$ cat src/rtl/swmm_ram.sv
// Generic single-port synchronous RAM with a registered read.
module swmm_ram #(
  parameter int WIDTH = 8,
  parameter int DEPTH = 16
) (
  input  logic                     clk,
  input  logic                     en,
  input  logic                     we,
  input  logic [$clog2(DEPTH)-1:0] addr,
  input  logic [WIDTH-1:0]         wdata,
  output logic [WIDTH-1:0]         rdata
);

  logic [WIDTH-1:0] mem [DEPTH];

  always_ff @(posedge clk) begin
    if (en) begin
      if (we) begin
        mem[addr] <= wdata;
      end else begin
        rdata <= mem[addr];
      end
    end
  end

endmodule

$ cat config.mk
export PLATFORM = sky130hd
export DESIGN_NAME = swmm_ram
export DESIGN_NICKNAME = d
export VERILOG_FILES = /design/src/rtl/swmm_ram.sv
export SDC_FILE = /design/constraint.sdc
export NUM_CORES = 1
export LEC_CHECK = 0
export ABC_AREA = 1
export BUFFER_PORTS_ARGS = -buffer_cell sky130_fd_sc_hd__buf_2
export CORE_MARGIN = 2
export CORE_UTILIZATION = 40
export CTS_CLUSTER_SIZE = 12
export DETAILED_ROUTE_END_ITERATION = 10
export MAX_ROUTING_LAYER = met4
export PLACE_DENSITY = 0.52
export SYNTH_ARGS = -nofsm -noshare
export SYNTH_HDL_FRONTEND = slang
export SYNTH_SLANG_ARGS = --single-unit
$ cat constraint.sdc
create_clock -name clk -period 2.4 [get_ports clk]
set_input_delay 0.36 -clock clk [delete_from_list [all_inputs] [get_ports clk]]
set_output_delay 0.36 -clock clk [all_outputs]
set_load 0.1 [all_outputs]
==> results of run 1 <==
power breakdown:
group / total, mW / internal, mW / switching (mW)
logic: 0.342 / 0.0814 / 0.261
registers: 2.66 / 2.65 / 0.00688
clock network: 2.55 / 1.62 / 0.931
total: 5.55 / 4.35 / 1.20
cells by family after synthesis:
kind of cell,count (synthesis),synth area share
flops,136,0.718
buf+inv,46,0.0376
simple gates,370,0.245
final timing paths:
check,start,end,depth (start not counted)
max,addr[1],mem[12][5],4
min,wdata[7],mem[3][7],1
max reg2reg,mem[7][2],rdata[2],8
min reg2reg,mem[10][6],rdata[6],8
cell usage after synthesis, drive strengths merged:
library cell  number
nand3              4
clkbuf             2
nand2            347
nor2              19
inv               25
buf               19
edfxtp           136
critical path: cells and delay by family:
family | cells | cell delay (ns)
and+or+nand+nor | 2 | 0.83
buffers and inverters | 2 | 0.46
state kept, by name, indices dropped and copies added, names as in the netlist:
register and flops:
rdata 8, mem 128
routing by layer:
| metal | GRT usage | up-vias | share of wire |
|---|---|---|---|
| met5 | - | - | 0 |
| met4 | 0.0696 | 0 | 0.012 |
| met3 | 0.0484 | 8 | 0.056 |
| met2 | 0.278 | 99 | 0.47 |
| met1 | 0.255 | 1713 | 0.47 |
| li1 | - | 1851 | - |
metrics by stage:
stage / utilization / hold slack [ns]
CTS: 0.480 / 0.375
global placement: 0.437 / 0.797
finish: 0.480 / 0.384
global route: 0.480 / 0.384
detailed placement: 0.437 / 0.788
floorplan: - / 0.459
layout make-up:
type,count,share of cell area
multi-input cells,370,0.209
repair buffers,42,0.0410
clock inverters,13,0.0233
flip-flops and latches,136,0.613
inverters,25,0.0141
clock buffers,19,0.0650
well taps,180,0.0338
==> out/summary.txt, run 1 <==
clock-pin slew reported for the worst setup and hold paths after clock tree synthesis = 0.05 ns
number of antenna violations at the first check in global routing = 0
first drt pass iteration count = 4
Fin Setup TNS = 0 ns
Seq cells post-synth = 136
total number of clock tree sinks = 136
count of routing violations after the opening detailed-route iteration = 277
DRC violation count after routing = 0
post-synth design cell area = 5690 um^2
final routed wirelength across all metal layers = 12700 um
largest fanout on the critical path = 19
total congestion overflow after global routing = 0
number of hold buffers added after cts = 0
Post-Synthesis Cells = 552
placed insts = 753
maximum number of pins on one net before global-route repair = 63
nets@finish = 607
post-detailed-placement cell area = 6070 um^2
clock latency reported for the late side of the worst-skew pair = 0.41 ns
setup-violating endpoint count in the final report = 0
Post-CTS Repair Setup Buffers = 0
routability-driven placement congestion ratio = 0.912
Post-Synthesis Mean Instance Area = 10.3 um^2
clock buffer count from CTS = 17
antenna cells = 0
leading cell types in the layout, fill and taps excluded = nand2_1, edfxtp_1, buf_2
GRT Resource Usage Total = 0.189
number of global-route vias before repair = 3667
fraction of layout instances using a drive strength above 1 = 0.121
starting density of the core = 0.410
Mapped Nets = 567
Yosys warning total = 0
TritonCTS clock tree = built
largest stage delay on the critical path = 0.55 ns
Peak VDD IR = 533 uV
setup slack after layout = 0.785 ns
final std cells w/o fill = 785
startpoint kind of the worst setup timing path = input port
area enclosed by the die boundary = 15200 um^2
Max clock buf depth = 2
final cycle utilization of the critical path = 0.673
leading post-synthesis cells by cell area = edfxtp_1, nand2_1, inv_1
Die X = 123 um
area used by multi-input combinational logic = 1390 um^2
row cnt = 43
number of maximum-capacitance constraint violations = 0
Max-Slew Margin vs Limit = 0.505
peak clock frequency supported by timing = 619 MHz
sequential cell area = 4080 um^2
critical path arrival = 1.66 ns
most common library cell in the layout ignoring fill and taps = nand2_1
WL per Instance = 16.2 um
worst slew pin tran = 0.740 ns
detailed placer's ending HPWL = 8350 um
H-Tree Level Count = 4
library cells used by synthesis = 9
clock skew after layout = 0.00691 ns
outcome = completed
kind of capture point of the worst setup path = register
worst reg-to-reg setup slack = 1.23 ns
Antenna Nets Post-Route = 0
Min-Delay Path Class = in -> reg
sequential fraction of the synthesis area = 0.718
cell area after layout = 6660 um^2
CP cell instances = buf_2, inv_2, nand3_1, nor2_1
final worst path period need = 1.61 ns
pwr/cell area = 834 nW/um^2
worst-case setup slack after placement = 0.359 ns
endpoint required time on the critical path = 2.45 ns
leakage power of the design = 2.84 nW
global-route wire length before repair = 19900 um
PostCTS Resize Cnt = 0
kind of critical path = in -> reg
RSZ-0062 raised after global routing = false
Port Buffer Count = 22
routed vias/inst = 4.68
y dimension of the die = 123 um
Total Power Consumption = 5.55 mW
cell at the slowest stage of the critical path = nor2_1
number of top-level pins = 23
fill cell count = 1302
biggest area consumer among synthesized cells = edfxtp_1
clock root buffer master = clkbuf_16
portion of synthesized cell area occupied by the leading cell type = 0.718
relative area change from synthesis to final layout = 17.0%
final-report max-slew violation count = 0
Core Area = 13900 um^2
final-report hold violation count = 0
overall via count from detail_route = 3671
Power figures use the tool's default switching activity.
==> inputs of run 2 (changes only) <==
- clock period: 2.4 -> 1.52 ns (I/O delays scaled with it)
==> out/summary.txt, run 2 (synthesis results as in run 1) <==
outcome = completed (unchanged)
RSZ-0062 raised after global routing = false (unchanged)
number of antenna violations at the first check in global routing = 0 (unchanged)
number of top-level pins = 23 (unchanged)
post-detailed-placement cell area = 6170 um^2 (was 6070 um^2)
antenna cells = 0 (unchanged)
final cycle utilization of the critical path = 0.981
leading cell types in the layout, fill and taps excluded = nand2_1, edfxtp_1, buf_4 (was nand2_1, edfxtp_1, buf_2)
final routed wirelength across all metal layers = 13300 um (was 12700 um)
worst slew pin tran = 0.510 ns (was 0.740 ns)
detailed placer's ending HPWL = 8540 um (was 8350 um)
pwr/cell area = 1300 nW/um^2 (was 834 nW/um^2)
starting density of the core = 0.410 (unchanged)
clock latency reported for the late side of the worst-skew pair = 0.42 ns (was 0.41 ns)
first drt pass iteration count = 5 (was 4)
fill cell count = 1296 (was 1302)
final-report max-slew violation count = 0 (unchanged)
H-Tree Level Count = 4 (unchanged)
clock buffer count from CTS = 17 (unchanged)
Global Route met2 Usage = 0.313 (was 0.278)
worst reg-to-reg setup slack = 0.37 ns (was 1.23 ns)
flip-flop count of the largest register after layout = 128 (unchanged)
fraction of layout instances using a drive strength above 1 = 0.135 (was 0.121)
global-route wire length before repair = 21200 um (was 19900 um)
category of cells accounting for the largest share of critical-path delay = buffers and inverters (was simple AND/OR/NAND/NOR gates)
routed vias/inst = 4.71 (was 4.68)
relative area change from synthesis to final layout = 18.7% (was 17.0%)
area enclosed by the die boundary = 15200 um^2 (unchanged)
clock-pin slew reported for the worst setup and hold paths after clock tree synthesis = 0.06 ns (was 0.05 ns)
DRC violation count after routing = 0 (unchanged)
TritonCTS clock tree = built (unchanged)
worst min-delay path endpoint = mem[3][1] (was mem[3][7])
startpoint kind of the worst setup timing path = register (was input port)
largest stage delay on the critical path = 0.46 ns (was 0.55 ns)
Max-Slew Margin vs Limit = 0.663 (was 0.505)
maximum number of pins on one net before global-route repair = 33 (was 63)
final worst path period need = 1.49 ns
Min-Delay Path Class = in -> reg (unchanged)
cell area after layout = 6760 um^2 (was 6660 um^2)
Port Buffer Count = 22 (unchanged)
WL per Instance = 16.8 um (was 16.2 um)
row cnt = 43 (unchanged)
Antenna Nets Post-Route = 0 (unchanged)
Total Power Consumption = 8.81 mW (was 5.55 mW)
count of routing violations after the opening detailed-route iteration = 332 (was 277)
y dimension of the die = 123 um (unchanged)
number of maximum-capacitance constraint violations = 0 (unchanged)
overall via count from detail_route = 3737 (was 3671)
met1 track demand over resource = 0.260 (was 0.255)
peak clock frequency supported by timing = 671 MHz
Post-CTS Repair Setup Buffers = 0 (unchanged)
most common library cell in the layout ignoring fill and taps = nand2_1 (unchanged)
number of global-route vias before repair = 3952 (was 3667)
placed insts = 761 (was 753)
largest fanout on the critical path = 1 (was 19)
register with the highest flop count = mem (unchanged)
clock skew after layout = 0.0103 ns (was 0.00691 ns)
number of hold buffers added after cts = 0 (unchanged)
Max clock buf depth = 2 (unchanged)
highest-utilization routing layer at the global route stage = met2 (unchanged)
final-report hold violation count = 0 (unchanged)
total congestion overflow after global routing = 0 (unchanged)
final std cells w/o fill = 793 (was 785)
worst reg2reg startpoint = mem[2][0] (was mem[7][2])
hold wc startpoint = wdata[1] (was wdata[7])
routability-driven placement congestion ratio = 0.875 (was 0.912)
met3 Resource Use GR = 0.0466 (was 0.0484)
buffering stage count on the worst path with inverters included = 1 (was 2)
clock root buffer master = clkbuf_16 (unchanged)
leakage power of the design = 2.90 nW (was 2.84 nW)
Core Area = 13900 um^2 (unchanged)
Die X = 123 um (unchanged)
kind of capture point of the worst setup path = primary output (was register)
Peak VDD IR = 595 uV (was 533 uV)
worst reg-to-reg path cell count = 8 (unchanged)
CP cell instances = buf_2 (was buf_2, inv_2, nand3_1, nor2_1)
Min-Delay Path Depth = 1 (unchanged)
endpoint required time on the critical path = 1.29 ns (was 2.45 ns)
kind of critical path = reg -> out (was in -> reg)
total number of clock tree sinks = 136 (unchanged)
setup-violating endpoint count in the final report = 0 (unchanged)
cell at the slowest stage of the critical path = buf_2 (was nor2_1)
nets@finish = 615 (was 607)
registers with the highest flip-flop counts = mem (128), rdata (8) (unchanged)
GRT Resource Usage Total = 0.204 (was 0.189)
critical path arrival = 1.26 ns (was 1.66 ns)
R2R Path End = rdata[0] (was rdata[2])
-- run 2: cell types whose count changed in the layout (fill, tap and decap cells not counted), sizes merged --
cell,previous run,this run
clkinvlp,3,4
clkbuf,19,18
buf,42,49
clkinv,7,8
-- run 2: metal layers --
metal,wire length (um),vias up
met5,0,-
li1,-,1871
met1,6040,1771
met3,755,12
met2,6370,83
met4,184,0
-- run 2: what timing repair did --
item | in CTS | in global routing
endpoints found under the setup margin | 0 | 1
gates resized for setup | 0 | 1
hold endpoints to repair | 0 | 0
-- run 2: area by class of cell --
class,instances,area [um^2],area share
inverter,25,93.8,0.0139
tap,180,225,0.0333
timing repair buffer,50,373,0.0552
multi-input combinational,370,1390,0.206
clock inverter,15,160,0.0237
clock buffer,17,425,0.0630
sequential,136,4080,0.605
-- run 2: how the worst max path moves through the flow --
stage	start	endpoint	slack, ns	cells after the start
6_report	rdata[3]	rdata[3]	0.03	1
5_1_grt	rdata[7]	rdata[7]	0.008	1
4_1_cts	rdata[2]	rdata[2]	0.007	1
3_5_place_dp	addr[0]	mem[8][6]	0.03	5
3_3_place_gp	addr[0]	mem[14][3]	0.05	5
2_1_floorplan	addr[1]	mem[12][0]	-0.01	5
-- run 2: through the flow --
stage | hold WS, ns | utilization | setup slack, ns | setup TNS [ns]
after detailed placement | 0.696 | 0.444 | 0.0314 | 0
after floorplan | 0.327 | - | -0.0122 | -0.776
after CTS | 0.249 | 0.486 | 0.00720 | 0
after global placement | 0.690 | 0.444 | 0.0532 | 0
final | 0.240 | 0.487 | 0.0288 | 0
after global routing | 0.252 | 0.487 | 0.00755 | 0
-- run 2: report_power, final --
group | internal, mW | leakage (nW) | switching, mW
logic | 0.146 | 1.39 | 0.413
clock network | 2.54 | 0.277 | 1.51
registers | 4.19 | 1.23 | 0.0144
==> inputs of run 3 (changes only) <==
- CORE_MARGIN: 2 -> 5
==> out/summary.txt, run 3 (synthesis results as in run 1) <==
leakage power of the design = 2.87 nW (was 2.90 nW)
antenna cells = 0 (unchanged)
Post-CTS Repair Setup Buffers = 0 (unchanged)
worst reg-to-reg setup slack = 0.39 ns (was 0.37 ns)
clock latency reported for the late side of the worst-skew pair = 0.42 ns (about the same)
routability-driven placement congestion ratio = 0.848 (was 0.875)
clock buffer count from CTS = 17 (unchanged)
H-Tree Level Count = 4 (unchanged)
Port Buffer Count = 22 (unchanged)
Antenna Nets Post-Route = 0 (unchanged)
cell area after layout = 6680 um^2 (was 6760 um^2)
count of routing violations after the opening detailed-route iteration = 345 (was 332)
area enclosed by the die boundary = 16700 um^2 (was 15200 um^2)
category of cells accounting for the largest share of critical-path delay = buffers and inverters (unchanged)
kind of critical path = reg -> out (unchanged)
Peak VDD IR = 669 uV (was 595 uV)
pwr/cell area = 1240 nW/um^2 (was 1300 nW/um^2)
placed insts = 763 (was 761)
part of the power in combinational logic = 0.068 (was 0.063)
routed vias/inst = 4.69 (was 4.71)
largest stage delay on the critical path = 0.44 ns (was 0.46 ns)
most common library cell in the layout ignoring fill and taps = nand2_1 (unchanged)
final routed wirelength across all metal layers = 13400 um (was 13300 um)
leading cell types in the layout, fill and taps excluded = nand2_1, edfxtp_1, buf_4 (unchanged)
y dimension of the die = 129 um (was 123 um)
share of power burned in registers = 0.506 (was 0.477)
worst reg-to-reg path cell count = 8 (unchanged)
WL per Instance = 17.0 um (was 16.8 um)
maximum number of pins on one net before global-route repair = 33 (unchanged)
Net Switching = 1.79 mW (was 1.94 mW)
buffering stage count on the worst path with inverters included = 1 (unchanged)
detailed placer's ending HPWL = 8660 um (was 8540 um)
GRT Resource Usage Total = 0.181 (was 0.204)
clock-pin slew reported for the worst setup and hold paths after clock tree synthesis = 0.05 ns (was 0.06 ns)
total congestion overflow after global routing = 0 (unchanged)
part of the total power dissipated in the clock network = 0.425 (was 0.460)
kind of capture point of the worst setup path = primary output (unchanged)
Finished Core Util = 0.479 (was 0.487)
starting density of the core = 0.408 (was 0.410)
number of top-level pins = 23 (unchanged)
final worst path period need = 1.45 ns (was 1.49 ns)
total number of clock tree sinks = 136 (unchanged)
setup slack after layout = 0.0732 ns (was 0.0288 ns)
first drt pass iteration count = 4 (was 5)
number of hold buffers added after cts = 0 (unchanged)
post-detailed-placement cell area = 6180 um^2 (was 6170 um^2)
worst slew pin tran = 0.503 ns (was 0.510 ns)
DRC violation count after routing = 0 (unchanged)
Net Sw Frac = 0.216 (was 0.220)
Max clock buf depth = 2 (unchanged)
cell at the slowest stage of the critical path = buf_2 (unchanged)
final-report max-slew violation count = 0 (unchanged)
nets@finish = 617 (was 615)
flip-flop count of the largest register after layout = 128 (unchanged)
setup-violating endpoint count in the final report = 0 (unchanged)
R2R Path End = rdata[1] (was rdata[0])
number of maximum-capacitance constraint violations = 0 (unchanged)
Max-Slew Margin vs Limit = 0.667 (was 0.663)
worst reg2reg startpoint = mem[5][1] (was mem[2][0])
PostCTS Resize Cnt = 0 (unchanged)
final std cells w/o fill = 791 (was 793)
Die X = 129 um (was 123 um)
cell depth of the worst setup path = 1 (unchanged)
final-report hold violation count = 0 (unchanged)
Core Area = 13900 um^2 (about the same)
final cycle utilization of the critical path = 0.952 (was 0.981)
Min-Delay Path Class = in -> reg (unchanged)
Critical path origin = rdata[6] (was rdata[3])
overall via count from detail_route = 3710 (was 3737)
startpoint kind of the worst setup timing path = register (unchanged)
CP endpoint = rdata[6] (was rdata[3])
critical path arrival = 1.22 ns (was 1.26 ns)
registers with the highest flip-flop counts = mem (128), rdata (8) (unchanged)
number of antenna violations at the first check in global routing = 0 (unchanged)
RSZ-0062 raised after global routing = false (unchanged)
largest fanout on the critical path = 1 (unchanged)
row cnt = 43 (unchanged)
number of global-route vias before repair = 3836 (was 3952)
register with the highest flop count = mem (unchanged)
TritonCTS clock tree = built (unchanged)
outcome = completed (unchanged)
peak clock frequency supported by timing = 691 MHz (was 671 MHz)
endpoint required time on the critical path = 1.29 ns (about the same)
worst hold margin = 0.263 ns (was 0.240 ns)
relative area change from synthesis to final layout = 17.3% (was 18.7%)
global-route wire length before repair = 21400 um (was 21200 um)
internal cell power = 6.51 mW (was 6.88 mW)
worst-case setup slack after placement = 0.0133 ns (was 0.0314 ns)
clock skew after layout = 0.00461 ns (was 0.0103 ns)
CP cell instances = buf_2 (unchanged)
fraction of layout instances using a drive strength above 1 = 0.126 (was 0.135)
clock root buffer master = clkbuf_16 (unchanged)
[run 3: routing by layer]
metal / GRT usage / wire, um
met2: 0.270 / 6180
met3: 0.0379 / 638
met5: - / 0
met1: 0.243 / 6360
met4: 0.0710 / 264
[run 3: worst reg2reg max path, cell delays in order (launching register included)]
cell and delay, ns:
edfxtp_1 0.36, nand2_1 0.09, nand2_1 0.05, nand2_1 0.05
nand2_1 0.07, nand2_1 0.08, nand2_1 0.07, inv_1 0.06
nand2_1 0.05
[run 3: power by group through the flow]
stage | Combinational [mW] | Sequential (mW) | Clock [mW]
after detailed placement | 0.574 | 4.28 | 0
after global routing | 0.636 | 4.20 | 3.79
after global placement | 0.571 | 4.28 | 0
final | 0.567 | 4.20 | 3.53
after CTS | 0.575 | 4.20 | 3.61
after floorplan | 0.277 | 4.34 | 0
[run 3: worst min path at each step]
| stage | start | endpoint | slack, ns | cells after the start |
|---|---|---|---|---|
| 3_3_place_gp | wdata[2] | mem[5][2] | 0.70 | 1 |
| 3_5_place_dp | wdata[2] | mem[5][2] | 0.70 | 1 |
| 5_1_grt | wdata[2] | mem[12][2] | 0.26 | 1 |
| 2_1_floorplan | wdata[0] | mem[0][0] | 0.33 | 0 |
| 4_1_cts | wdata[2] | mem[5][2] | 0.25 | 1 |
| 6_report | wdata[2] | mem[5][2] | 0.26 | 1 |
[run 3: per-stage QoR]
stage | setup TNS [ns] | total power [mW]
3_3_place_gp | 0 | 4.85
6_report | 0 | 8.30
5_1_grt | 0 | 8.63
2_1_floorplan | -0.776 | 4.62
4_1_cts | 0 | 8.39
3_5_place_dp | 0 | 4.85
[run 3: final cells by class]
cell class                 instances  area (um^2)
clock buffer                      20          437
sequential                       136         4080
fill                            1289         7260
clock inverter                     8         60.1
tap                              180          225
inverter                          25         93.8
timing repair buffer              52          385
multi-input combinational        370         1390
